## src/bcm_pkg.sv

```systemverilog
package bcm_pkg;

   // field widths
   localparam int unsigned FIELD_W  = 12;
   localparam int unsigned VALUE_W  = 30;
   localparam int unsigned STATUS_W = 2;

   // modulus and default table depth
   localparam logic [VALUE_W-1:0] PRIME = 30'd1000000007;
   localparam int unsigned DEFAULT_DEPTH = 4096;

   // item modes
   localparam logic MODE_BUILD = 1'b0;
   localparam logic MODE_QUERY = 1'b1;

   // result status codes
   localparam logic [STATUS_W-1:0] ST_OK    = 2'd0;
   localparam logic [STATUS_W-1:0] ST_ORDER = 2'd1;
   localparam logic [STATUS_W-1:0] ST_RANGE = 2'd2;
   localparam logic [STATUS_W-1:0] ST_BUILT = 2'd3;

   // operand bits handled by the serial units
   localparam int unsigned SERIAL_STEPS = VALUE_W;
   localparam int unsigned STEP_CNT_W   = $clog2(SERIAL_STEPS);

   typedef logic [VALUE_W-1:0] value_type;

endpackage

```

## src/bcm_divp.sv

```systemverilog
module bcm_divp #(
   parameter int unsigned DIV_W = 13
) (
   input  logic                        clock,
   input  logic                        reset,
   input  logic                        start,
   input  logic [DIV_W-1:0]            divisor,
   output logic                        done,
   output logic [bcm_pkg::VALUE_W-1:0] quotient,
   output logic [DIV_W-1:0]            remainder
);
   import bcm_pkg::*;

   logic [VALUE_W-1:0]    pbits_ff;
   logic [VALUE_W-1:0]    quo_ff;
   logic [DIV_W-1:0]      rem_ff, rem_in;
   logic [DIV_W-1:0]      den_ff;
   logic                  qbit;
   logic [STEP_CNT_W-1:0] cnt_ff;
   logic                  busy_ff;
   logic                  done_ff;
   logic [DIV_W:0]        trial;

   // one restoring step of the prime over the divisor
   always_comb begin
      trial = {rem_ff, pbits_ff[VALUE_W-1]};
      qbit  = (trial >= {1'b0, den_ff});
      if (qbit) begin
         rem_in = DIV_W'(trial - {1'b0, den_ff});
      end else begin
         rem_in = DIV_W'(trial);
      end
   end

   // control
   always_ff @(posedge clock) begin
      if (reset) begin
         busy_ff <= 1'b0;
         done_ff <= 1'b0;
         cnt_ff  <= '0;
      end else begin
         done_ff <= 1'b0;
         if (start) begin
            busy_ff <= 1'b1;
            cnt_ff  <= '0;
         end else if (busy_ff) begin
            cnt_ff <= cnt_ff + 1'b1;
            if (cnt_ff == STEP_CNT_W'(SERIAL_STEPS - 1)) begin
               busy_ff <= 1'b0;
               done_ff <= 1'b1;
            end
         end
      end
   end

   // datapath
   always_ff @(posedge clock) begin
      if (start) begin
         pbits_ff <= PRIME;
         quo_ff   <= '0;
         rem_ff   <= '0;
         den_ff   <= divisor;
      end else if (busy_ff) begin
         pbits_ff <= {pbits_ff[VALUE_W-2:0], 1'b0};
         quo_ff   <= {quo_ff[VALUE_W-2:0], qbit};
         rem_ff   <= rem_in;
      end
   end

   assign done      = done_ff;
   assign quotient  = quo_ff;
   assign remainder = rem_ff;
endmodule

```

## config.mk

```make
export PLATFORM = sky130hd
export DESIGN_NAME = bcm_divp
export DESIGN_NICKNAME = d
export VERILOG_FILES = /design/src/bcm_pkg.sv /design/src/bcm_divp.sv
export SDC_FILE = /design/constraint.sdc
export NUM_CORES = 1
export LEC_CHECK = 0
export BUFFER_PORTS_ARGS = -buffer_cell sky130_fd_sc_hd__buf_2
export CAP_MARGIN = 20
export CORE_MARGIN = 2
export CORE_UTILIZATION = 30
export CTS_CLUSTER_DIAMETER = 80
export DETAILED_ROUTE_END_ITERATION = 6
export GPL_ROUTABILITY_DRIVEN = 0
export PLACE_DENSITY_LB_ADDON = 0.05
export SLEW_MARGIN = 20
export SYNTH_ARGS = -nofsm -noshare
export SYNTH_HDL_FRONTEND = slang
export SYNTH_SLANG_ARGS = --single-unit
export TNS_END_PERCENT = 100
```

## constraint.sdc

```tcl
create_clock -name clock -period 4.2 [get_ports clock]
set_input_delay 0.63 -clock clock [delete_from_list [all_inputs] [get_ports clock]]
set_output_delay 0.63 -clock clock [all_outputs]
set_load 0.1 [all_outputs]
```

After elaboration in Yosys (flattened, before gate mapping)
Index checks and enable logic that the tools add are counted.
W data, S select, Z words.
{"block": "classes", "addsub": 2, "n_lt_le_gt_ge": 1, "n_eq_ne": 1, "n_mux": 5, "n_bitwise": 1, "n_reduce_logical": 2}
{"op": "$ge A14 B13 Y1", "n": 1}
{"op": "$mux W13", "n": 1}
{"op": "$sub A13 B13 Y13", "n": 1}
{"op": "$add A5 B1 Y5 const B", "n": 1}
{"op": "$eq A5 B5 Y1 const B", "n": 1}
{"op": "$mux W1", "n": 4}
{"op": "$reduce_or A3 Y1", "n": 1}
{"op": "$reduce_or A2 Y1", "n": 1}
{"op": "$not A1 Y1", "n": 1}
{"block": "word_totals", "ff_bits": 93, "inputBits": 16, "output_inout_bits": 44, "word_cells": 19}

Longest topological paths before layout
Gate-level depths: netlist (run 1).
{"block": "logic_depth", "ltp_word": 4, "ltp_mapped": 11, "ltp_nobuf": 10}

Worst setup path before layout (run 1)
OpenSTA, ideal clock, no wires.
{"block": "synth_path", "path_type": "register to register", "start": "register rem_ff[6] (netlist: remainder[6])", "end": "register rem_ff[7] (netlist: remainder[7])", "setup_ps": 91, "arrival_time_ps": 2726, "required_time_ps": 4109, "slack_ps": 1383, "path_stages_with_launch": 9, "n_path_buf": 1, "period_less_slack_ps": 2817, "cell_sequence": "dfxtp_1 ha_1 a21oi_2 o21ai_1 a2111o_1 nor2_4 buf_8 nand2_1 a311oi_1"}
{"block": "synth_via", "elab_chain_len": 2}
{"item": "from (decl)", "line": "bcm_divp.sv:16", "rtl": "logic [DIV_W-1:0] rem_ff, rem_in;"}
{"item": "from (signal assigned)", "line": "bcm_divp.sv:66", "rtl": "rem_ff <= rem_in;"}
{"item": "$sub A13 B13 Y13 or $ge A14 B13 Y1 (tied branches)", "line": "bcm_divp.sv:29, bcm_divp.sv:27"}
{"item": "$mux W13 *", "line": "bcm_divp.sv:28", "rtl": "if (qbit) begin"}
Mark *: on every way between the ends. The rest lies on a longest branch, timed or not.
A chain may end at the register's enable or synchronous reset.

Worst setup path in the final report (run 1)
{"block": "layout_path", "start": "register pbits_ff[29]", "end": "register rem_ff[4] (netlist: remainder[4])"}
{"block": "layout_via", "elab_chain_len": 2}
{"item": "from (decl)", "line": "bcm_divp.sv:14", "rtl": "logic [VALUE_W-1:0] pbits_ff;"}
{"item": "from (signal assigned)", "line": "bcm_divp.sv:64", "rtl": "pbits_ff <= {pbits_ff[VALUE_W-2:0], 1'b0};"}
{"item": "$sub A13 B13 Y13 or $ge A14 B13 Y1 (tied branches)", "line": "bcm_divp.sv:29, bcm_divp.sv:27"}
{"item": "$mux W13 *", "line": "bcm_divp.sv:28"}
Marked as above.

==> key figures, run 1 <==
Critical path
  • Critical path's slowest cell: a211oi_1
  • Crit-path cells: inv_1, ha_1, inv_1, fa_1, a211oi_1, nor3b_1, o211a_1, nor2_4, mux2i_1, a211oi_1
  • Critical path class: reg -> reg
  • Crit path max-delay family: compound AO/OA/AOI/OAI gates
  • Crit path max fanout: 14
  • R2R cell count: 10
  • Critical path buffers and inverters: 2
  • Setup slack, reg-to-reg: 1440 ps
  • CP Launch Type: register
  • Kind of end point of the critical path: register
  • Worst r2r dst: remainder[4]
  • Worst path depth: 10
  • Critical Path RT: 4460 ps
  • Delay of the slowest critical-path stage: 430 ps
  • CP arrival: 3010 ps
  • Reg2reg start: pbits_ff[29]

Drt
  • Number of remaining DRC errors: 0
  • Routed WL per cell: 13.7 um
  • Routed Antenna Nets: 0
  • Vias: 2896
  • Routed vias/inst: 4.60
  • Detailed Routing Iterations Pass 1: 4
  • Total Wirelength: 8.64 mm
  • DRT iter0 DRCs: 205

Placed design
  • DP HPWL: 5.63 mm
  • IO Port Bufs: 59
  • Post-Place Cells: 613

STA
  • Fin crit period: 2760 ps
  • Final Hold Fails: 0
  • Rel. slew slack: 0.455
  • Worst slew pin tran: 817 ps
  • Fmax: 0.363 GHz
  • Final setup viols: 0
  • Layout Skew: 8.24 ps
  • Slew Viols, Final: 0
  • TNS Setup: 0 ps
  • RSZ-0062 raised after global routing: false
  • Final period util: 0.656

Floorplan
  • Number of core rows: 42
  • Die width: 120 um
  • Core Region: 13200 um2
  • Initial Util: 0.305
  • # IOs: 60
  • Die height: 120 um
  • Die Area: 14400 um2

Power
  • Maximum vdd drop: 0.198 mV
  • Clock Power Share: 0.388
  • Net switching power: 596 uW
  • Logic pwr share: 0.152
  • Pleak: 0.00214 uW
  • Flop pwr share: 0.461
  • P_int: 1530 uW
  • PD cells: 447 nW/um2
  • Net Sw Frac: 0.280

Synthesis
  • Post-Syn Instances: 397
  • Asr flop ratio synth: 0
  • Sequential area share after synthesis: 0.495
  • FF+latch count, synth: 93
  • Synth unique cells: 48
  • Area of the mapped netlist: 4030 um2
  • Number of synthesized flops with an enable pin: 13
  • Net count after synthesis: 429
  • Ys flop type: dfxtp_1
  • Syn Area/Cell: 10.1 um2
  • Yosys Warn Count: 0

GRT
  • Vias in the first global route: 2721
  • Tot GR Track Use: 0.130
  • Initial antenna violation count: 0
  • GRT overflow: 0
  • Largest net degree at the start of global routing: 48
  • First-pass GRT wire length: 14.6 mm

Clock network
  • Hold buffer count at cts: 0
  • TritonCTS clock tree: built
  • Clk root buf: clkbuf_16
  • Clock buffer depth: 2
  • Reg clk slew, reported paths: 70 ps
  • Post-CTS Setup Inserts: 0
  • Latest clock arrival within the worst-skew pair: 350 ps
  • CTS resizes: 0
  • CTS Sinks: 93
  • Num CTS Buffers: 9
  • Htree depth: 3

Finish
  • # diodes: 0
  • Finished Layout Cells: 629
  • Area Growth Syn to Fin: 18.1%
  • Final Util: 0.361
  • Total Nets Final: 480
  • Share of cells above drive strength 1: 0.192
  • Filler cell count: 1343

Run
  • Max-Cap Viols: 0

Hold path
  • Worst hold start: reset
  • Depth of the worst hold-timing path: 2
  • Worst min-delay path category: in -> reg
  • WHS Endpoint: busy_ff

Run status
  • Status: finished clean
==> layer usage <==
layer / track usage / wire, um / up-vias
met5: 0 / 0 / -
met4: 0.0397 / 113 / 0
met3: 0.0494 / 512 / 10
met2: 0.186 / 3500 / 73
met1: 0.180 / 4520 / 1332
li1: - / - / 1481
==> sequential cells by signal, indices dropped and copies added (netlist names) <==
register,flops
remainder,13
quotient,30
busy_ff,1
den_ff,13
done,1
pbits_ff,30
cnt_ff,5
==> Yosys cell counts, drive strengths merged (3+ instances only) <==
master	number	area [um2]
buf	9	63.8
nand2	24	90.1
clkbuf	12	46.3
ha	15	188
nand4	4	25.0
dfxtp	80	1600
a211oi	7	52.6
inv	18	67.6
xnor2	7	61.3
a21oi	11	62.6
xor2	6	52.6
nor2	66	255
o21a	3	22.5
mux2i	62	621
a21o	4	30.0
o21ai	13	65.1
nor3	6	30.0
a31oi	3	18.8
edfxtp	13	390
and3	6	38.8
a32oi	4	35.0
==> power by group through the flow <==
| stage | clock network, uW | logic (uW) | registers [uW] |
|---|---|---|---|
| finish | 824 | 322 | 978 |
| CTS | 863 | 325 | 978 |
| detailed placement | 0 | 324 | 998 |
| floorplan | 0 | 207 | 1050 |
| global route | 892 | 355 | 984 |
| global placement | 0 | 326 | 998 |
==> layout make-up <==
type	count	area, um2	area share
sequential	93	2000	0.420
timing repair buffer	61	310	0.0652
inverter	18	67.6	0.0142
multi-input combinational	265	1860	0.390
clock buffer	13	282	0.0592
clock inverter	3	23.8	0.00500
tap	176	220	0.0463
==> how the worst max path moves through the flow <==
stage | from | endpoint
floorplan | remainder[6] | remainder[7]
global placement | pbits_ff[29] | remainder[5]
detailed placement | pbits_ff[29] | remainder[4]
CTS | pbits_ff[29] | remainder[4]
global route | pbits_ff[29] | remainder[1]
finish | pbits_ff[29] | remainder[4]
==> layout by cell type, fill, tap and decap left out, types with 3 or more instances in the layout <==
| cell type | instances |
|---|---|
| dfxtp_1 | 79 |
| and3_1 | 5 |
| nand4_1 | 4 |
| inv_1 | 18 |
| a21o_1 | 4 |
| xor2_1 | 6 |
| buf_2 | 59 |
| clkbuf_16 | 10 |
| a21oi_1 | 9 |
| nor2_1 | 65 |
| a32oi_1 | 4 |
| nand2_1 | 24 |
| edfxtp_1 | 13 |
| mux2i_1 | 62 |
| o21ai_0 | 12 |
| nor3_1 | 6 |
| xnor2_1 | 7 |
| a31oi_1 | 3 |
| o21a_1 | 3 |
| ha_1 | 15 |
| a211oi_1 | 7 |
==> kinds of logic after synthesis <==
family                   Yosys count  synth area share
AO/OA/AOI/OAI                     57            0.0988
adder cells (fa/ha/maj)           16            0.0516
flip-flops                        93             0.495
multiplexers                      62             0.154
AND/OR/NAND/NOR                  117             0.128
XOR/XNOR                          13            0.0283
buffers and inverters             39            0.0441
==> through the flow <==
| step | power [uW] | hold slack, ps | setup WS [ps] | cell area (um2) |
|---|---|---|---|---|
| finish | 2120 | 456 | 1440 | 4760 |
| global route | 2230 | 435 | 1290 | 4760 |
| CTS | 2170 | 437 | 1460 | 4760 |
| detailed placement | 1320 | 453 | 1480 | 4450 |
| global placement | 1320 | 441 | 1520 | 4450 |
| floorplan | 1260 | 430 | 1380 | 4030 |
(Power assumes the default switching activity.)
==> run 2, diff against run 1 <==
Clock period 4.2 ns to 2.8 ns, I/O delays scaled along.
==> key figures, run 2 (synthesis results as in run 1) <==
STA
  • Fin crit period: 2490 ps (-267 ps)
  • Slew Viols, Final: 0 (unchanged)
  • Rel. slew slack: 0.543 (+0.0886)
  • Fmax: 0.402 GHz (+11%)
  • Layout Skew: 6.62 ps (-1.62 ps)
  • Worst slew pin tran: 685 ps (-132 ps)
  • Final Hold Fails: 0 (unchanged)
  • RSZ-0062 raised after global routing: false
  • Worst Setup Slack, final: 311 ps (-1130 ps)
  • TNS Setup: 0 ps (unchanged)
  • Final setup viols: 0 (unchanged)
  • Hold WS: 247 ps (-209 ps)
  • Final period util: 0.889 (+0.233)

Drt
  • Routed vias/inst: 4.63 (+0.56%)
  • Routed WL per cell: 13.7 um (-0.27%)
  • DRT iter0 DRCs: 138 (-33%)
  • Routed Antenna Nets: 0 (unchanged)
  • Wl on met1: 4.40 mm (-2.5%)
  • Detailed Routing Iterations Pass 1: 4 (unchanged)
  • Total Wirelength: 8.70 mm (+0.68%)
  • DR WL met3: 499 um (-2.5%)
  • Metal2 WL: 3.66 mm (+4.6%)
  • Vias: 2940 (+1.5%)
  • Number of remaining DRC errors: 0 (unchanged)
  • Max layer used: met4

Critical path
  • Critical path class: reg -> reg
  • Critical path origin: pbits_ff[29]
  • Crit path max fanout: 14 (unchanged)
  • Critical path's slowest cell: fa_1
  • CP arrival: 2690 ps (-320 ps)
  • CP Launch Type: register
  • Kind of end point of the critical path: register
  • Worst r2r dst: remainder[4]
  • Setup slack, reg-to-reg: 310 ps (-1130 ps)
  • Most used cell along the critical path: inv_1
  • R2R cell count: 11 (+1)
  • Critical Path RT: 3000 ps (-1460 ps)
  • Delay of the slowest critical-path stage: 430 ps (about the same)
  • Reg2reg start: pbits_ff[29]
  • Crit-path cells: inv_1, ha_1, inv_1, fa_1, a211oi_2, nor3b_1, o211a_1, nor2_4, buf_12, mux2i_1, a211oi_1

Floorplan
  • Die Area: 14400 um2 (unchanged)
  • Core Region: 13200 um2 (unchanged)
  • Number of core rows: 42 (unchanged)
  • Die height: 120 um (unchanged)
  • Die width: 120 um (unchanged)
  • # IOs: 60 (unchanged)
  • Initial Util: 0.305 (unchanged)

Placed design
  • IO Port Bufs: 59 (unchanged)
  • DP HPWL: 5.84 mm (+3.8%)
  • Setup WS pre-CTS: 216 ps (-1260 ps)
  • Post-Place Cells: 619 (+0.98%)

Hold path
  • Worst hold start: divisor[7]
  • WHS Endpoint: den_ff[7]
  • Depth of the worst hold-timing path: 1 (-1)
  • Worst min-delay path category: in -> reg

Finish
  • Share of cells above drive strength 1: 0.207 (+0.0149)
  • Area Growth Syn to Fin: 19.0%
  • Most frequent cells in the layout: dfxtp_1, nor2_1, mux2i_1
  • # diodes: 0 (unchanged)
  • Filler cell count: 1379 (+2.7%)
  • Commonest non-fill, non-tap cell in the layout: dfxtp_1
  • Total Nets Final: 486 (+1.3%)
  • Final Util: 0.363 (+0.00266)
  • Finished Layout Cells: 635 (+0.95%)

Clock network
  • Clock buffer depth: 2 (unchanged)
  • Htree depth: 3 (unchanged)
  • CTS Sinks: 93 (unchanged)
  • Latest clock arrival within the worst-skew pair: 340 ps (about the same)
  • Reg clk slew, reported paths: 70 ps (about the same)
  • TritonCTS clock tree: built
  • Num CTS Buffers: 9 (unchanged)
  • Clk root buf: clkbuf_16
  • Post-CTS Setup Inserts: 0 (unchanged)

GRT
  • First-pass GRT wire length: 14.2 mm (-2.7%)
  • GRT overflow: 0 (unchanged)
  • Initial antenna violation count: 0 (unchanged)
  • Vias in the first global route: 2750 (+1.1%)
  • Tot GR Track Use: 0.127 (-0.00257)
  • Largest net degree at the start of global routing: 51 (+6.3%)

Power
  • Maximum vdd drop: 0.360 mV (+82%)
  • PD cells: 648 nW/um2 (+45%)
  • Pleak: 0.00216 uW (+0.93%)

Run
  • Max-Cap Viols: 0 (unchanged)

Run status
  • Status: finished clean
[run 2: critical path, delay by kind of cell, from the launching register on]
| kind | cells | cell delay, ps |
|---|---|---|
| AND/OR/NAND/NOR | 2 | 240 |
| multiplexers | 1 | 200 |
| buffers and inverters | 3 | 290 |
| flip-flops | 1 | 300 |
| AO/OA/AOI/OAI | 3 | 700 |
| adder cells (fa/ha/maj) | 2 | 600 |
[run 2: report_power, final]
group | total, uW | switching, uW | internal [uW]
Combinational | 516 | 334 | 183
Sequential | 1450 | 37.2 | 1410
Clock | 1140 | 513 | 627
Total | 3110 | 884 | 2220
[run 2: stage by stage]
step / total power, uW / area (um2)
after floorplan: 1890 / 4030
after global placement: 2000 / 4510
after detailed placement: 2000 / 4510
after CTS: 3170 / 4790
after global routing: 3270 / 4790
final: 3110 / 4790
[run 2: worst max-delay path by stage]
stage	end	slack, ps	cells past startpoint
6_report	remainder[4]	310	11
5_1_grt	remainder[1]	110	11
4_1_cts	remainder[4]	200	11
3_5_place_dp	remainder[4]	220	11
3_3_place_gp	remainder[5]	290	10
2_1_floorplan	remainder[6]	9	8
[run 2: final cells by class]
type | instances | area (um2) | area share
Inverter | 18 | 67.6 | 0.0141
Sequential cell | 93 | 2000 | 0.417
Timing Repair Buffer | 67 | 368 | 0.0768
Clock inverter | 5 | 33.8 | 0.00705
Multi-Input combinational cell | 265 | 1860 | 0.389
Tap cell | 176 | 220 | 0.0460
Clock buffer | 11 | 243 | 0.0507
[run 2: what timing repair did]
item | CTS | global route
hold buffers | 0 | 0
resized for setup | 0 | 1
setup endpoints to repair | 0 | 1
[run 2: layer usage]
metal,GRT usage,vias to the layer above
li1,-,1495
met1,0.177,1371
met2,0.182,63
met3,0.0423,11
met4,0.0485,0
met5,0,-
==> run 3, diff against run 2 <==
Settings changed: HOLD_SLACK_MARGIN from default to 0.12.
Clock period 2.8 ns to 2.2 ns, I/O delays scaled along.
==> key figures, run 3 (synthesis results as in run 1) <==
GRT
  • First-pass GRT wire length: 14.4 mm (+1.1%)
  • Vias in the first global route: 2938 (+6.8%)
  • Met3 global-route usage: 0.0418 (-0.000475)
  • Tot GR Track Use: 0.128 (+0.000767)
  • GR Util met2: 0.215 (+0.0336)
  • GRT busiest layer: met2
  • GRT overflow: 0 (unchanged)
  • Initial antenna violation count: 0 (unchanged)
  • M1 GR Usage: 0.153 (-0.0237)
  • Largest net degree at the start of global routing: 69 (+35%)

Clock network
  • Reg clk slew, reported paths: 70 ps (about the same)
  • CTS Sinks: 93 (unchanged)
  • Clk root buf: clkbuf_16
  • Latest clock arrival within the worst-skew pair: 350 ps (about the same)
  • Num CTS Buffers: 9 (unchanged)
  • TritonCTS clock tree: built
  • Clock buffer depth: 2 (unchanged)
  • Htree depth: 3 (unchanged)
  • Hold buffer count at cts: 0 (unchanged)

STA
  • Final period util: 1.02 (+0.126)
  • TNS Setup: -33.3 ps (-33.3 ps)
  • Final setup viols: 1 (+1)
  • Fmax: 0.448 GHz (+11%)
  • RSZ-0062 raised after global routing: true
  • Worst slew pin tran: 629 ps (-55.6 ps)
  • Slew Viols, Final: 0 (unchanged)
  • Final Hold Fails: 0 (unchanged)
  • Fin crit period: 2230 ps (-256 ps)
  • Rel. slew slack: 0.580 (+0.0366)
  • Hold WS: 143 ps (-104 ps)
  • Worst Setup Slack, final: -33.3 ps (-344 ps)
  • Layout Skew: 9.93 ps (+3.31 ps)

Floorplan
  • Core Region: 13200 um2 (unchanged)
  • Initial Util: 0.305 (unchanged)
  • Number of core rows: 42 (unchanged)
  • Die height: 120 um (unchanged)
  • Die width: 120 um (unchanged)
  • Die Area: 14400 um2 (unchanged)
  • # IOs: 60 (unchanged)

Drt
  • DRT iter0 DRCs: 103 (-25%)
  • Detailed Routing Iterations Pass 1: 4 (unchanged)
  • Vias: 2977 (+1.3%)
  • Routed Antenna Nets: 0 (unchanged)
  • Total Wirelength: 8.89 mm (+2.2%)
  • Routed WL per cell: 13.5 um (-1.7%)
  • Number of remaining DRC errors: 0 (unchanged)
  • Routed vias/inst: 4.51 (-2.6%)

Power
  • Maximum vdd drop: 0.473 mV (+31%)
  • PD cells: 790 nW/um2 (+22%)
  • Pleak: 0.00230 uW (+6.3%)

Critical path
  • Crit-path cells: ha_4, inv_2, fa_2, a211oi_4, nor3b_2, o211a_1, nor2_4, buf_6, or3_4, a311oi_2
  • Crit path max fanout: 5 (-9)
  • Critical path's slowest cell: edfxtp_1
  • CP Launch Type: register
  • Kind of end point of the critical path: register
  • Setup slack, reg-to-reg: -30 ps (-340 ps)
  • R2R cell count: 10 (-1)
  • Critical path class: reg -> reg
  • Critical Path RT: 2450 ps (-550 ps)
  • CP arrival: 2480 ps (-210 ps)
  • Delay of the slowest critical-path stage: 410 ps (-20 ps)
  • Reg2reg start: den_ff[0]
  • Worst r2r dst: remainder[7]

Finish
  • Share of cells above drive strength 1: 0.316 (+0.109)
  • Commonest non-fill, non-tap cell in the layout: dfxtp_1
  • Design area: 5190 um2 (+8.3%)
  • Final Util: 0.393 (+0.0302)
  • Most frequent cells in the layout: dfxtp_1, nor2_1, mux2i_1
  • # diodes: 0 (unchanged)
  • Total Nets Final: 511 (+5.1%)
  • Area Growth Syn to Fin: 28.9%

Placed design
  • IO Port Bufs: 59 (unchanged)
  • Post-DP Area: 4780 um2 (+6.1%)
  • DP HPWL: 5.96 mm (+2.1%)

Hold path
  • Worst min-delay path category: in -> reg
  • Worst hold start: reset
  • Depth of the worst hold-timing path: 2 (+1)
  • WHS Endpoint: busy_ff

Run
  • Max-Cap Viols: 0 (unchanged)

Run status
  • Failing checks: negative setup slack
  • Status: finished, violations left
==> run 3: stage by stage <==
stage | setup WS [ps] | cells | power (uW)
5_1_grt | -147 | 660 | 4310
3_3_place_gp | -19.3 | 640 | 2630
4_1_cts | -41.0 | 658 | 4140
2_1_floorplan | -0.916 | 397 | 2430
6_report | -33.3 | 660 | 4100
3_5_place_dp | -56.3 | 640 | 2620
==> run 3: layer usage <==
layer,up-vias,wire [um]
li1,1541,-
met1,1384,4180
met2,43,4260
met3,9,317
met4,0,129
met5,-,0
==> run 3: worst max-delay path by stage <==
stage                  startpoint           end  slack, ps  cells past startpoint
floorplan           remainder[10]  remainder[2]       -0.9                      8
global placement        den_ff[0]  remainder[7]        -20                     10
detailed placement      den_ff[0]  remainder[7]        -60                     10
CTS                  pbits_ff[29]  remainder[5]        -40                     10
global route            den_ff[0]  remainder[7]       -150                     10
finish                  den_ff[0]  remainder[7]        -30                     10
==> run 3: critical path, delay by kind of cell (launching register included) <==
family	cells	cell delay, ps
simple gates	3	600
buf+inv	2	180
fa+ha+maj	2	400
flops	1	410
compound gates	3	550
==> run 3: layout make-up <==
class,count,area (um2)
clock buffers,10,229
fillers,1328,8000
repair buffers,92,579
flip-flops and latches,93,2040
clock inverters,6,46.3
inverters,18,67.6
well taps,176,220
multi-input cells,265,2010
==> run 3: timing repair <==
| item | CTS | global route |
|---|---|---|
| buffers inserted | 2 | 2 |
| pin swaps | 0 | 6 |
| cloned | 0 | 0 |
| resized for setup | 7 | 19 |
| endpoints found under the hold margin | 0 | 0 |
| setup endpoints to repair | 8 | 13 |
==> run 3: power breakdown <==
| part | internal (uW) | leakage [uW] | switching, uW |
|---|---|---|---|
| sequential | 1800 | 0.000788 | 57.6 |
| combinational | 331 | 0.00138 | 456 |
| clock | 777 | 0.000135 | 682 |
