**config.mk**
```make
export PLATFORM = sky130hd
export DESIGN_NAME = bcm_mulmod
export DESIGN_NICKNAME = d
export VERILOG_FILES = /design/src/bcm_pkg.sv /design/src/bcm_mulmod.sv
export SDC_FILE = /design/constraint.sdc
export NUM_CORES = 1
export LEC_CHECK = 0
export BUFFER_PORTS_ARGS = -buffer_cell sky130_fd_sc_hd__buf_4
export CAP_MARGIN = 15
export CORE_AREA = 4 4 123 125
export DETAILED_ROUTE_END_ITERATION = 6
export DIE_AREA = 0 0 127 129
export PLACE_DENSITY_LB_ADDON = 0.08
export SETUP_SLACK_MARGIN = 0.02
export SYNTH_ARGS = -nofsm -noshare
export SYNTH_HDL_FRONTEND = slang
export SYNTH_SLANG_ARGS = --single-unit
```
**constraint.sdc**
```tcl
create_clock -name clock -period 4.45 [get_ports clock]
set_input_delay 0.6675 -clock clock [delete_from_list [all_inputs] [get_ports clock]]
set_output_delay 0.6675 -clock clock [all_outputs]
set_load 0.02 [all_outputs]
```
**src/bcm_pkg.sv**
```systemverilog
package bcm_pkg;

   // field widths
   localparam int unsigned FIELD_W  = 12;
   localparam int unsigned VALUE_W  = 30;
   localparam int unsigned STATUS_W = 2;

   // modulus and default table depth
   localparam logic [VALUE_W-1:0] PRIME = 30'd1000000007;
   localparam int unsigned DEFAULT_DEPTH = 4096;

   // item modes
   localparam logic MODE_BUILD = 1'b0;
   localparam logic MODE_QUERY = 1'b1;

   // result status codes
   localparam logic [STATUS_W-1:0] ST_OK    = 2'd0;
   localparam logic [STATUS_W-1:0] ST_ORDER = 2'd1;
   localparam logic [STATUS_W-1:0] ST_RANGE = 2'd2;
   localparam logic [STATUS_W-1:0] ST_BUILT = 2'd3;

   // operand bits handled by the serial units
   localparam int unsigned SERIAL_STEPS = VALUE_W;
   localparam int unsigned STEP_CNT_W   = $clog2(SERIAL_STEPS);

   typedef logic [VALUE_W-1:0] value_type;

endpackage

```
**src/bcm_mulmod.sv**
```systemverilog
module bcm_mulmod (
   input  logic                     clock,
   input  logic                     reset,
   input  logic                     start,
   input  logic [bcm_pkg::VALUE_W-1:0] a,
   input  logic [bcm_pkg::VALUE_W-1:0] b,
   output logic                     done,
   output logic [bcm_pkg::VALUE_W-1:0] result
);
   import bcm_pkg::*;

   localparam logic [VALUE_W+1:0] P1 = {2'b00, PRIME};
   localparam logic [VALUE_W+1:0] P2 = {1'b0, PRIME, 1'b0};

   logic [VALUE_W-1:0]    acc_ff, acc_in;
   logic [VALUE_W-1:0]    a_ff;
   logic [VALUE_W-1:0]    b_ff;
   logic [STEP_CNT_W-1:0] cnt_ff;
   logic                  busy_ff;
   logic                  done_ff;
   logic [VALUE_W+1:0]    sum;

   // double and add, operands below the prime so the sum stays under 3p
   always_comb begin
      sum = {1'b0, acc_ff, 1'b0} + (b_ff[VALUE_W-1] ? {2'b00, a_ff} : '0);
      if (sum >= P2) begin
         acc_in = VALUE_W'(sum - P2);
      end else if (sum >= P1) begin
         acc_in = VALUE_W'(sum - P1);
      end else begin
         acc_in = VALUE_W'(sum);
      end
   end

   // control
   always_ff @(posedge clock) begin
      if (reset) begin
         busy_ff <= 1'b0;
         done_ff <= 1'b0;
         cnt_ff  <= '0;
      end else begin
         done_ff <= 1'b0;
         if (start) begin
            busy_ff <= 1'b1;
            cnt_ff  <= '0;
         end else if (busy_ff) begin
            cnt_ff <= cnt_ff + 1'b1;
            if (cnt_ff == STEP_CNT_W'(SERIAL_STEPS - 1)) begin
               busy_ff <= 1'b0;
               done_ff <= 1'b1;
            end
         end
      end
   end

   // datapath
   always_ff @(posedge clock) begin
      if (start) begin
         acc_ff <= '0;
         a_ff   <= a;
         b_ff   <= b;
      end else if (busy_ff) begin
         acc_ff <= acc_in;
         b_ff   <= {b_ff[VALUE_W-2:0], 1'b0};
      end
   end

   assign done   = done_ff;
   assign result = acc_ff;
endmodule

```
# ---- Word-level counts from Yosys, hierarchy flattened
# Cells that the tools add are included.
dict set report op_classes {
  magnitude_cmp 2
  n_addsub 4
  eq_ne 1
  bitwise 1
  muxes 9
  reduce_logical 3
}
# op count
set op_table {}
lappend op_table {{$mux W30} 5}
lappend op_table {{$sub A30 B30 Y30 const B} 2}
lappend op_table {{$add A31 B30 Y32} 1}
lappend op_table {{$ge A32 B30 Y1 const B} 1}
lappend op_table {{$ge A32 B31 Y1 const B} 1}
lappend op_table {{$add A5 B1 Y5 const B} 1}
lappend op_table {{$eq A5 B5 Y1 const B} 1}
lappend op_table {{$mux W1} 4}
lappend op_table {{$reduce_or A3 Y1} 1}
lappend op_table {{$reduce_bool A2 Y1} 1}
lappend op_table {{$reduce_or A2 Y1} 1}
lappend op_table {{$not A1 Y1} 1}
dict set report totals {
  wordCells 26
  output_inout_bits 31
  regBits 97
  inputBits 63
}

# ---- Depth between registers and ports, before layout
# Gate-level depths: netlist of the first run.
dict set report depth {
  depth_word 5
  ltp_mapped 20
  mapped_depth_nobuf 16
}

# ---- Worst setup path after synthesis of the first run
# No wires, ideal clock.
dict set report synth_path {
  path_type {reg-to-reg}
  start {reg b_ff[29]}
  end {reg acc_ff[29], in the netlist result[29]}
  t_arrival_ns 4.555
  path_buffers 3
  period_less_slack_ns 4.643
  setup_ns 0.088
  path_stages_with_launch 18
  slack_ns -0.193
  t_required_ns 4.362
  cell_sequence {edfxtp_1 -> clkbuf_1 -> clkbuf_1 -> and2_1 -> ha_1 -> buf_2 -> a21oi_1 -> o21ai_0 -> a41o_1 -> nor3_2 -> xnor2_4 -> nand3_2 -> or4b_4 -> a2111oi_4 -> nor2_2 -> or4_4 -> a21o_1 -> a311oi_2}
}
dict set report synth_via {
  elab_chain_len 5
  word_cells_on_any_way 8
  cone_classes {add/sub (3); order compare (2); mux (3)}
}
# element line
set synth_rtl {}
lappend synth_rtl {{start, declared} bcm_mulmod.sv:17} ;# logic [VALUE_W-1:0] b_ff;
lappend synth_rtl {{start signal, assigned} bcm_mulmod.sv:64} ;# b_ff <= {b_ff[VALUE_W-2:0], 1'b0};
lappend synth_rtl {{$mux W30 (*)} bcm_mulmod.sv:25} ;# sum = {1'b0, acc_ff, 1'b0} + (b_ff[VALUE_W-1] ? {2'b00, a_ff} : '0);
lappend synth_rtl {{$add A31 B30 Y32 (*)} bcm_mulmod.sv:25}
lappend synth_rtl {{$sub A30 B30 Y30 / $ge A32 B30 Y1 (equally long branches)} {bcm_mulmod.sv:29, bcm_mulmod.sv:28}}
lappend synth_rtl {{$mux W30} bcm_mulmod.sv:28} ;# end else if (sum >= P1) begin
lappend synth_rtl {{$mux W30 (*)} bcm_mulmod.sv:26} ;# if (sum >= P2) begin
lappend synth_rtl {{end signal, assigned} bcm_mulmod.sv:63} ;# acc_ff <= acc_in;
lappend synth_rtl {{end, declared} bcm_mulmod.sv:15} ;# logic [VALUE_W-1:0] acc_ff, acc_in;
# Every way passes the cells marked *; elsewhere a longest branch is shown, timed or not.
# A chain may end at the register's enable or synchronous reset.

# ---- Final worst setup path of the first run
# Ends and elaborated chain as after synthesis.

==> impl_metrics.ini, run 1 <==
[global_routing]
vias_in_the_first_global_route = 7468
grt_start_max_net_pins = 59
grt_use_total_pct = 29.2
globalRouteOverflowTotal = 0
grt_pass1_wl_microns = 38300
grt_antenna_before_repair = 0

[sta]
timing.clock.skew_ns = 0.0122
post-route-min-period_ns = 4.53
worst_slew_pin_slew_ns = 1.08
hold_viol = 0
setup_total_negative_slack_ns = -0.113
worst_slack_ns = -0.0839
period_share_pct = 102
slew_headroom_pct = 28.0
finalMaxSlewViolations = 0
rsz0062_at_grt = true
max_freq_ghz = 0.221
holdWs_ns = 0.478
report.final.setup_viol = 3

[placement]
dpl.hpwl_microns = 18300
placed_area_sq_um = 9480
number_of_instances_in_the_placed_design = 1221
numPortBuffers = 93
gp_congestion = 0.964

[setup_path]
timing.critical_path.to_type = flop
worst_setup_path_start_kind = flop
critical_path_arrival_ns = 4.80
setup.worst_path.class = reg -> reg
cp-startpoint = b_ff[29]
crit-reg2reg-launch = b_ff[29]
timing.critical_path.fanout_max = 12
worst-endpoint-required_ns = 4.72

[clocking]
worst_skew_pair.late_latency_ns = 0.36
cts_hold_repair.buffers = 0
cts-buffers-inserted = 9
clock_sinks = 97
root_buffer = sky130_fd_sc_hd__clkbuf_16
cts.reportedPaths.clkPinSlew_ns = 0.08
tritoncts = built
clock_tree.htree_level_count = 3
clk_path_buf_depth = 2

[run_status]
violated_checks = setup timing
status = finished, violations left

[yosys]
post_synth_inst_count = 826
postSynth.asyncResetShare_pct = 0
syn-num-nets = 924
synth-seq-area-share_pct = 34.0
dominantRegCellSynth = sky130_fd_sc_hd__edfxtp_1
synthDistinctLibCells = 101
ys_warn_count = 0
synth-edff-count = 60
post_synth_instance_area_sq_um = 7480
synthesis.area_per_instance_sq_um = 9.06
synth.ff_latch_count = 97

[finish]
post_route_cells_drive_above_1_share_pct = 42.4
postLayoutCellArea_sq_um = 10500
design.final.nets = 1166
post-route-util_pct = 75.7
antenna_cells = 0
filler_free_cell_count_of_the_finished_design = 1253
syn2layout_area_growth_pct = 40.5
fillCellCount = 1011

[route]
detailroute.via_count = 7723
wire_length_per_cell_microns = 19.9
detail_route.vias_per_cell = 6.16
drc = 0
detail-route-antenna-nets = 0
met3RoutedLength_microns = 1500
detail_route.iter0.violations = 683
route.top_layer_used = met4
drt_pass1_iterations = 5
met2_wirelength_microns = 12000
m1WireLength_microns = 10800
routed_wirelength_microns = 25000

[die]
core_sq_um = 13900
ios = 94
rows = 43
die_height_microns = 129
design.die.area_sq_um = 16400
initial_utilization_pct = 53.9
die_width_microns = 127

[hold_path]
hold_start = a[3]
hold_path_class = in -> reg

[power]
cell_leakage_power_nw = 4.38
power_per_cell_area_nw_per_um2 = 324
ir_worst_vdd_mv = 0.246

[run]
max-cap-violations = 0
-- final timing paths --
| path | end | slack, ns | cells past startpoint |
|---|---|---|---|
| min | a_ff[3] | 0.48 | 1 |
| max reg2reg | result[29] | -0.08 | 18 |
| min reg2reg | result[11] | 0.50 | 2 |
| max | result[29] | -0.08 | 18 |
-- worst max-delay path: stages, from the launching register on --
cell and delay (ns):
sky130_fd_sc_hd__edfxtp_1 0.38, sky130_fd_sc_hd__buf_6 0.16, sky130_fd_sc_hd__nand2_1 0.08, sky130_fd_sc_hd__inv_1 0.05
sky130_fd_sc_hd__ha_1 0.32, sky130_fd_sc_hd__a21o_4 0.24, sky130_fd_sc_hd__and4_4 0.22, sky130_fd_sc_hd__o2111ai_4 0.21
sky130_fd_sc_hd__o211ai_1 0.19, sky130_fd_sc_hd__buf_4 0.18, sky130_fd_sc_hd__buf_4 0.14, sky130_fd_sc_hd__and2_1 0.15
sky130_fd_sc_hd__and3_1 0.20, sky130_fd_sc_hd__o211a_1 0.28, sky130_fd_sc_hd__o41ai_1 0.54, sky130_fd_sc_hd__a21oi_1 0.22
sky130_fd_sc_hd__or4_4 0.45, sky130_fd_sc_hd__a21o_1 0.19, sky130_fd_sc_hd__a311oi_2 0.25
-- per-stage QoR --
| step | total power, W | worst slack (ns) |
|---|---|---|
| after floorplan | 0.00184 | -0.0436 |
| after global placement | 0.00238 | -0.220 |
| after detailed placement | 0.00242 | -0.389 |
| after CTS | 0.00329 | 0.00703 |
| after global routing | 0.00357 | -0.285 |
| final | 0.00341 | -0.0839 |
-- flip-flops by register name, indices dropped and copies added (netlist names) --
register,cells
a_ff,30
cnt_ff,5
done,1
result,30
busy_ff,1
b_ff,30
-- final cells by class --
cell class	instances	area [sq um]	area share, %
inverters	19	71.3	0.678
clock buffers	10	239	2.27
well taps	180	225	2.14
multi-input cells	665	5250	50.0
clock inverters	6	66.3	0.631
repair buffers	276	2110	20.1
flip-flops and latches	97	2540	24.2
-- cells in the mapped netlist (5+ instances only) --
library cell,n,area [sq um]
sky130_fd_sc_hd__inv_1,19,71.3
sky130_fd_sc_hd__and4_1,6,52.6
sky130_fd_sc_hd__nor3_1,18,90.1
sky130_fd_sc_hd__o221ai_1,9,78.8
sky130_fd_sc_hd__a211oi_1,25,188
sky130_fd_sc_hd__a21boi_0,5,37.5
sky130_fd_sc_hd__nor4_1,5,31.3
sky130_fd_sc_hd__clkbuf_1,21,78.8
sky130_fd_sc_hd__xor2_1,13,114
sky130_fd_sc_hd__mux2_2,33,372
sky130_fd_sc_hd__mux2i_1,6,60.1
sky130_fd_sc_hd__or3_1,9,56.3
sky130_fd_sc_hd__nor2_1,68,255
sky130_fd_sc_hd__o22ai_1,7,43.8
sky130_fd_sc_hd__nand2b_1,5,31.3
sky130_fd_sc_hd__buf_1,6,22.5
sky130_fd_sc_hd__o21a_1,8,60.1
sky130_fd_sc_hd__o21ai_0,27,135
sky130_fd_sc_hd__edfxtp_1,60,1800
sky130_fd_sc_hd__or2_2,8,50.1
sky130_fd_sc_hd__nand4_1,18,113
sky130_fd_sc_hd__nand2_1,73,274
sky130_fd_sc_hd__a21oi_1,43,215
sky130_fd_sc_hd__xnor2_1,16,140
sky130_fd_sc_hd__and3_1,8,50.1
sky130_fd_sc_hd__dfxtp_1,37,741
sky130_fd_sc_hd__nand3_1,32,160
sky130_fd_sc_hd__buf_2,14,70.1
sky130_fd_sc_hd__ha_1,34,425
sky130_fd_sc_hd__and2_1,40,250
sky130_fd_sc_hd__a21o_1,24,180
sky130_fd_sc_hd__o211ai_1,10,75.1
sky130_fd_sc_hd__a31oi_1,9,56.3
-- cells in the final DEF, fill, tap and decap left out, types with 9 or more instances in the layout --
cell,instances
sky130_fd_sc_hd__and2_1,39
sky130_fd_sc_hd__xnor2_1,16
sky130_fd_sc_hd__o21ai_1,9
sky130_fd_sc_hd__xor2_1,11
sky130_fd_sc_hd__or3_1,9
sky130_fd_sc_hd__dfxtp_1,37
sky130_fd_sc_hd__mux2_2,33
sky130_fd_sc_hd__clkbuf_16,9
sky130_fd_sc_hd__buf_4,268
sky130_fd_sc_hd__a211oi_1,16
sky130_fd_sc_hd__nand2_1,72
sky130_fd_sc_hd__a21oi_1,34
sky130_fd_sc_hd__o21ai_0,15
sky130_fd_sc_hd__nand4_1,18
sky130_fd_sc_hd__nand3_1,27
sky130_fd_sc_hd__o211ai_1,10
sky130_fd_sc_hd__a21oi_2,10
sky130_fd_sc_hd__edfxtp_1,60
sky130_fd_sc_hd__nor3_1,14
sky130_fd_sc_hd__ha_1,22
sky130_fd_sc_hd__nor2_1,63
sky130_fd_sc_hd__a21o_1,23
sky130_fd_sc_hd__inv_1,18
-- report_power, final --
| part | total, W | switching, W | internal [W] |
|---|---|---|---|
| registers | 0.00109 | 0.0000501 | 0.00104 |
| logic | 0.00150 | 0.000810 | 0.000694 |
| clock network | 0.000812 | 0.000398 | 0.000414 |
-- routing by layer --
| layer | track usage, % | vias up |
|---|---|---|
| met5 | 0 | - |
| met4 | 10.2 | 0 |
| met3 | 3.69 | 55 |
| met2 | 48.7 | 294 |
| met1 | 39.2 | 3729 |
| li1 | - | 3645 |
-- cell families (layout without fill, tap and decap cells) --
| group | after synthesis | after routing | share of synthesized area (%) |
|---|---|---|---|
| mux | 39 | 39 | 5.77 |
| flops | 97 | 97 | 34.0 |
| buf+inv | 64 | 311 | 3.80 |
| fa+ha+maj | 35 | 35 | 5.95 |
| simple gates | 317 | 317 | 22.0 |
| xor+xnor | 30 | 30 | 3.76 |
| compound gates | 244 | 244 | 24.7 |
-- what timing repair did --
action / in CTS / in global routing
pin swaps: 15 / 27
setup endpoints to repair: 30 / 30
gates resized for setup: 41 / 91
hold endpoints to repair: 0 / 0
buffers inserted: 6 / 10
No activity file was read; power rests on OpenSTA's default activity.
==> run 2, diff against run 1 <==
SETUP_SLACK_MARGIN = 0.05   (was 0.02)
==> impl_metrics.ini, run 2 (same netlist as run 1, synthesis figures left out) <==
[run_status]
status = finished, violations left
violated_checks = setup timing

[power]
cell_leakage_power_nw = 4.46
power_per_cell_area_nw_per_um2 = 324
ir_worst_vdd_mv = 0.244

[finish]
most-common-layout-cells = sky130_fd_sc_hd__buf_4 (282), sky130_fd_sc_hd__nand2_1 (73), sky130_fd_sc_hd__nor2_1 (65), sky130_fd_sc_hd__edfxtp_1 (60)
post_route_cells_drive_above_1_share_pct = 42.8
postLayoutCellArea_sq_um = 10700
design.final.nets = 1180
most_frequent_standard_cell_in_the_layout_excluding_fill_and_tap_cells = sky130_fd_sc_hd__buf_4
post-route-util_pct = 76.9
syn2layout_area_growth_pct = 42.6
antenna_cells = 0

[clocking]
root_buffer = sky130_fd_sc_hd__clkbuf_16
cts-buffers-inserted = 9
cts.reportedPaths.clkPinSlew_ns = 0.08
cts_hold_repair.buffers = 0
clk_path_buf_depth = 2
worst_skew_pair.late_latency_ns = 0.37
tritoncts = built
clock_tree.htree_level_count = 3
clock_sinks = 97

[route]
detailroute.via_count = 7854
detail_route.vias_per_cell = 6.20
detail_route.iter0.violations = 688
detail-route-antenna-nets = 0
wire_length_per_cell_microns = 20.4
drc = 0
routed_wirelength_microns = 25800
drt_pass1_iterations = 7

[hold_path]
hold_path_class = in -> reg
worstHoldPathCells = 2

[die]
core_sq_um = 13900
rows = 43
die_width_microns = 127
ios = 94
design.die.area_sq_um = 16400
initial_utilization_pct = 53.9
die_height_microns = 129

[setup_path]
timing.critical_path.fanout_max = 12
setup.worst_path.class = reg -> reg
worst-endpoint-required_ns = 4.74
timing.critical_path.to_type = flop
worst_setup_path_start_kind = flop
critical_path_arrival_ns = 4.77
r2r_cells = 20

[sta]
post-route-min-period_ns = 4.49
finalMaxSlewViolations = 0
setup_total_negative_slack_ns = -0.0946
period_share_pct = 101
report.final.setup_viol = 5
holdWs_ns = 0.454
slew_headroom_pct = 40.4
timing.clock.skew_ns = 0.00882
worst_slack_ns = -0.0376
worst_slew_pin_slew_ns = 0.893
max_freq_ghz = 0.223
rsz0062_at_grt = true
hold_viol = 0

[placement]
dpl.hpwl_microns = 18900
numPortBuffers = 93
place_worst_setup_slack_ns = -0.389
placed_area_sq_um = 9560
gp_congestion = 0.975

[global_routing]
grt_antenna_before_repair = 0
globalRouteOverflowTotal = 0
vias_in_the_first_global_route = 7814
grt_use_total_pct = 30.7
grt_pass1_wl_microns = 40100
grt_start_max_net_pins = 57

[run]
max-cap-violations = 0
## run 2: changes by cell type in the layout (fill, tap and decap cells not counted), sizes merged
cell      delta
buf         +14
clkinv       +4
inv          -2
clkbuf       -1
clkinvlp     -1
## run 2: layer usage
layer | routed length (microns) | up-vias | track usage (%)
met3 | 1790 | 60 | 6.68
met1 | 10900 | 3791 | 39.8
met5 | 0 | - | 0
li1 | - | 3668 | -
met2 | 12500 | 335 | 52.3
met4 | 539 | 0 | 8.14
## run 2: what timing repair did
action,CTS,global route
buffers inserted,10,8
resized for setup,61,66
endpoints found under the setup margin,30,30
pin swaps,23,18
hold endpoints to repair,0,0
## run 2: path summary, 6_finish.rpt
kind | from | slack [ns] | to
worst min register to register | result[5] | 0.52 | result[5]
worst max register to register | b_ff[29] | -0.04 | result[29]
worst max-delay path | b_ff[29] | -0.04 | result[29]
worst min-delay path | reset | 0.45 | busy_ff
## run 2: power breakdown
group	internal, W	leakage (nW)	switching [W]
Clock	0.000407	0.153	0.000433
Combinational	0.000717	3.41	0.000810
Sequential	0.00104	0.899	0.0000512
Total	0.00217	4.46	0.00129
## run 2: per-stage QoR
step	cells	total power, W
final	1267	0.00346
after global routing	1267	0.00362
after CTS	1258	0.00335
after detailed placement	1232	0.00243
after global placement	1232	0.00240
after floorplan	826	0.00184
## run 2: critical path: stages, from the launching register on
cell,delay (ns)
sky130_fd_sc_hd__edfxtp_1,0.35
sky130_fd_sc_hd__buf_6,0.15
sky130_fd_sc_hd__and2_4,0.15
sky130_fd_sc_hd__ha_2,0.19
sky130_fd_sc_hd__inv_2,0.05
sky130_fd_sc_hd__fa_2,0.39
sky130_fd_sc_hd__nor2b_4,0.17
sky130_fd_sc_hd__o31a_4,0.19
sky130_fd_sc_hd__o21ba_4,0.18
sky130_fd_sc_hd__o211ai_1,0.10
sky130_fd_sc_hd__buf_4,0.16
sky130_fd_sc_hd__buf_4,0.16
sky130_fd_sc_hd__a21boi_0,0.29
sky130_fd_sc_hd__or3_1,0.26
sky130_fd_sc_hd__nand2_1,0.15
sky130_fd_sc_hd__a2111oi_4,0.38
sky130_fd_sc_hd__buf_4,0.18
sky130_fd_sc_hd__nor2_2,0.04
sky130_fd_sc_hd__or4_4,0.48
sky130_fd_sc_hd__a21o_1,0.18
sky130_fd_sc_hd__a311oi_2,0.22
## run 2: layout make-up
type / count / area, sq um
Fill cell: 963 / 3210
Clock inverter: 7 / 93.8
Timing Repair Buffer: 290 / 2240
Sequential cell: 97 / 2540
Tap cell: 180 / 225
Clock buffer: 9 / 225
Multi-Input combinational cell: 665 / 5280
Inverter: 19 / 71.3
==> run 3, diff against run 2 <==
SETUP_SLACK_MARGIN = 0.3   (was 0.05)
==> impl_metrics.ini, run 3 (same netlist as run 1, synthesis figures left out) <==
[run_status]
status = finished, violations left
violated_checks = setup timing

[route]
met2_wirelength_microns = 13200
met3RoutedLength_microns = 1880
drt_pass1_iterations = 6
routed_wirelength_microns = 27500
wire_length_per_cell_microns = 21.7
detail_route.vias_per_cell = 6.39
m1WireLength_microns = 11600
detailroute.via_count = 8096
route.top_layer_used = met4
detail-route-antenna-nets = 0
drc = 0
detail_route.iter0.violations = 747

[setup_path]
worst-path-buf-inv = 4
critical_path_arrival_ns = 4.88
worst_setup_path_start_kind = flop
worst_path_dominant_cell_family = compound AO/OA/AOI/OAI gates
worst-endpoint-required_ns = 4.73
critical_path.max_stage_delay_ns = 0.54
setup.worst_path.class = reg -> reg
timing.critical_path.to_type = flop
critical_path.cell_chain = buf_6 -> and2_4 -> ha_4 -> inv_2 -> fa_2 -> nor2b_4 -> o31a_4 -> o21ba_4 -> o21ai_4 -> nand3b_1 -> o211ai_1 -> or4b_4 -> a2111oi_4 -> buf_4 -> o22ai_4 -> buf_6 -> a211oi_2 -> mux2_4 -> a31oi_1
cpMaxStageDelayCell = sky130_fd_sc_hd__or4b_4
timing.critical_path.fanout_max = 7
crit_top_cell = sky130_fd_sc_hd__buf_6

[finish]
post_route_cells_drive_above_1_share_pct = 49.0
filler_free_cell_count_of_the_finished_design = 1267
fillCellCount = 849
syn2layout_area_growth_pct = 51.3
most_frequent_standard_cell_in_the_layout_excluding_fill_and_tap_cells = sky130_fd_sc_hd__buf_4
design.final.nets = 1180
most-common-layout-cells = sky130_fd_sc_hd__buf_4 (264), sky130_fd_sc_hd__nand2_1 (69), sky130_fd_sc_hd__nor2_1 (64), sky130_fd_sc_hd__edfxtp_1 (60), sky130_fd_sc_hd__dfxtp_1 (37)
antenna_cells = 0

[power]
power_frac_seq_pct = 30.5
cell_leakage_power_nw = 4.61
clockPowerShare_pct = 22.9
switching_share_pct = 38.3
power_per_cell_area_nw_per_um2 = 318
cell_internal_pwr_w = 0.00222
switchingPower_w = 0.00138
power.share.combinational_pct = 46.6
total_power_w = 0.00360
ir_worst_vdd_mv = 0.264

[die]
die_height_microns = 129
die_width_microns = 127
core_sq_um = 13900
ios = 94
design.die.area_sq_um = 16400
initial_utilization_pct = 53.9
rows = 43

[sta]
rsz0062_at_grt = true
finalMaxSlewViolations = 0
period_share_pct = 103
max_freq_ghz = 0.217
post-route-min-period_ns = 4.60
holdWs_ns = 0.468
worst_slack_ns = -0.152
worst_slew_pin_slew_ns = 1.05
hold_viol = 0
report.final.setup_viol = 14
slew_headroom_pct = 29.9
timing.clock.skew_ns = 0.0121

[global_routing]
grt_antenna_before_repair = 0
grt_start_max_net_pins = 79
grt_use_total_pct = 31.3
globalRouteOverflowTotal = 0
vias_in_the_first_global_route = 7823
grt_pass1_wl_microns = 40900

[clocking]
cts_hold_repair.buffers = 0
worst_skew_pair.late_latency_ns = 0.37
root_buffer = sky130_fd_sc_hd__clkbuf_16
cts.reportedPaths.clkPinSlew_ns = 0.08
cts-buffers-inserted = 9
clock_sinks = 97
clock_tree.htree_level_count = 3
clk_path_buf_depth = 2
tritoncts = built

[run]
max-cap-violations = 0

[hold_path]
hold_path_class = in -> reg

[placement]
place_worst_setup_slack_ns = -0.558
dpl.hpwl_microns = 18800
number_of_instances_in_the_placed_design = 1213
numPortBuffers = 93
gp_congestion = 0.948
-- run 3: cell types whose count changed in the layout (fill, tap and decap cells not counted), sizes merged --
cell and change:
inv +1, clkinv -1
-- run 3: area by class of cell --
class / count / area [sq um] / share of cell area (%)
Inverter: 19 / 71.3 / 0.630
Multi-Input combinational cell: 665 / 5830 / 51.5
Tap cell: 180 / 225 / 1.99
Timing Repair Buffer: 290 / 2340 / 20.7
Sequential cell: 97 / 2540 / 22.5
Clock inverter: 7 / 88.8 / 0.785
Clock buffer: 9 / 225 / 1.99
-- run 3: path summary, 6_finish.rpt --
path,from,endpoint,slack (ns),depth (start not counted)
setup reg to reg,b_ff[29],result[24],-0.15,19
hold / removal,reset,busy_ff,0.47,2
setup / recovery,b_ff[29],result[24],-0.15,19
hold reg to reg,result[22],result[22],0.52,2
-- run 3: per-stage QoR --
| step | util, % | area [sq um] | TNS (ns) |
|---|---|---|---|
| 3_3_place_gp | 68.9 | 9560 | -2.13 |
| 4_1_cts | 76.3 | 10600 | -0.344 |
| 2_1_floorplan | - | 7690 | 0 |
| 6_report | 81.5 | 11300 | -0.842 |
| 5_1_grt | 81.5 | 11300 | -3.64 |
| 3_5_place_dp | 68.9 | 9560 | -4.13 |
-- run 3: per-layer routing --
layer / global-route usage (%) / vias up
met5: 0 / -
met4: 10.1 / 0
met3: 6.06 / 84
met2: 51.5 / 394
met1: 41.9 / 3958
li1: - / 3660
-- run 3: timing repair --
action                     in CTS  in global routing
cloned                          0                  0
buffers inserted               19                 18
pin swaps                      52                 55
gates resized for setup       114                104
setup endpoints to repair      30                 30
-- run 3: power groups by stage --
| stage | combinational (W) | clock (W) | sequential [W] |
|---|---|---|---|
| after floorplan | 0.000757 | 0 | 0.00113 |
| after global placement | 0.00128 | 0 | 0.00111 |
| after detailed placement | 0.00131 | 0 | 0.00111 |
| after CTS | 0.00147 | 0.000833 | 0.00110 |
| after global routing | 0.00177 | 0.000876 | 0.00111 |
| final | 0.00168 | 0.000826 | 0.00110 |
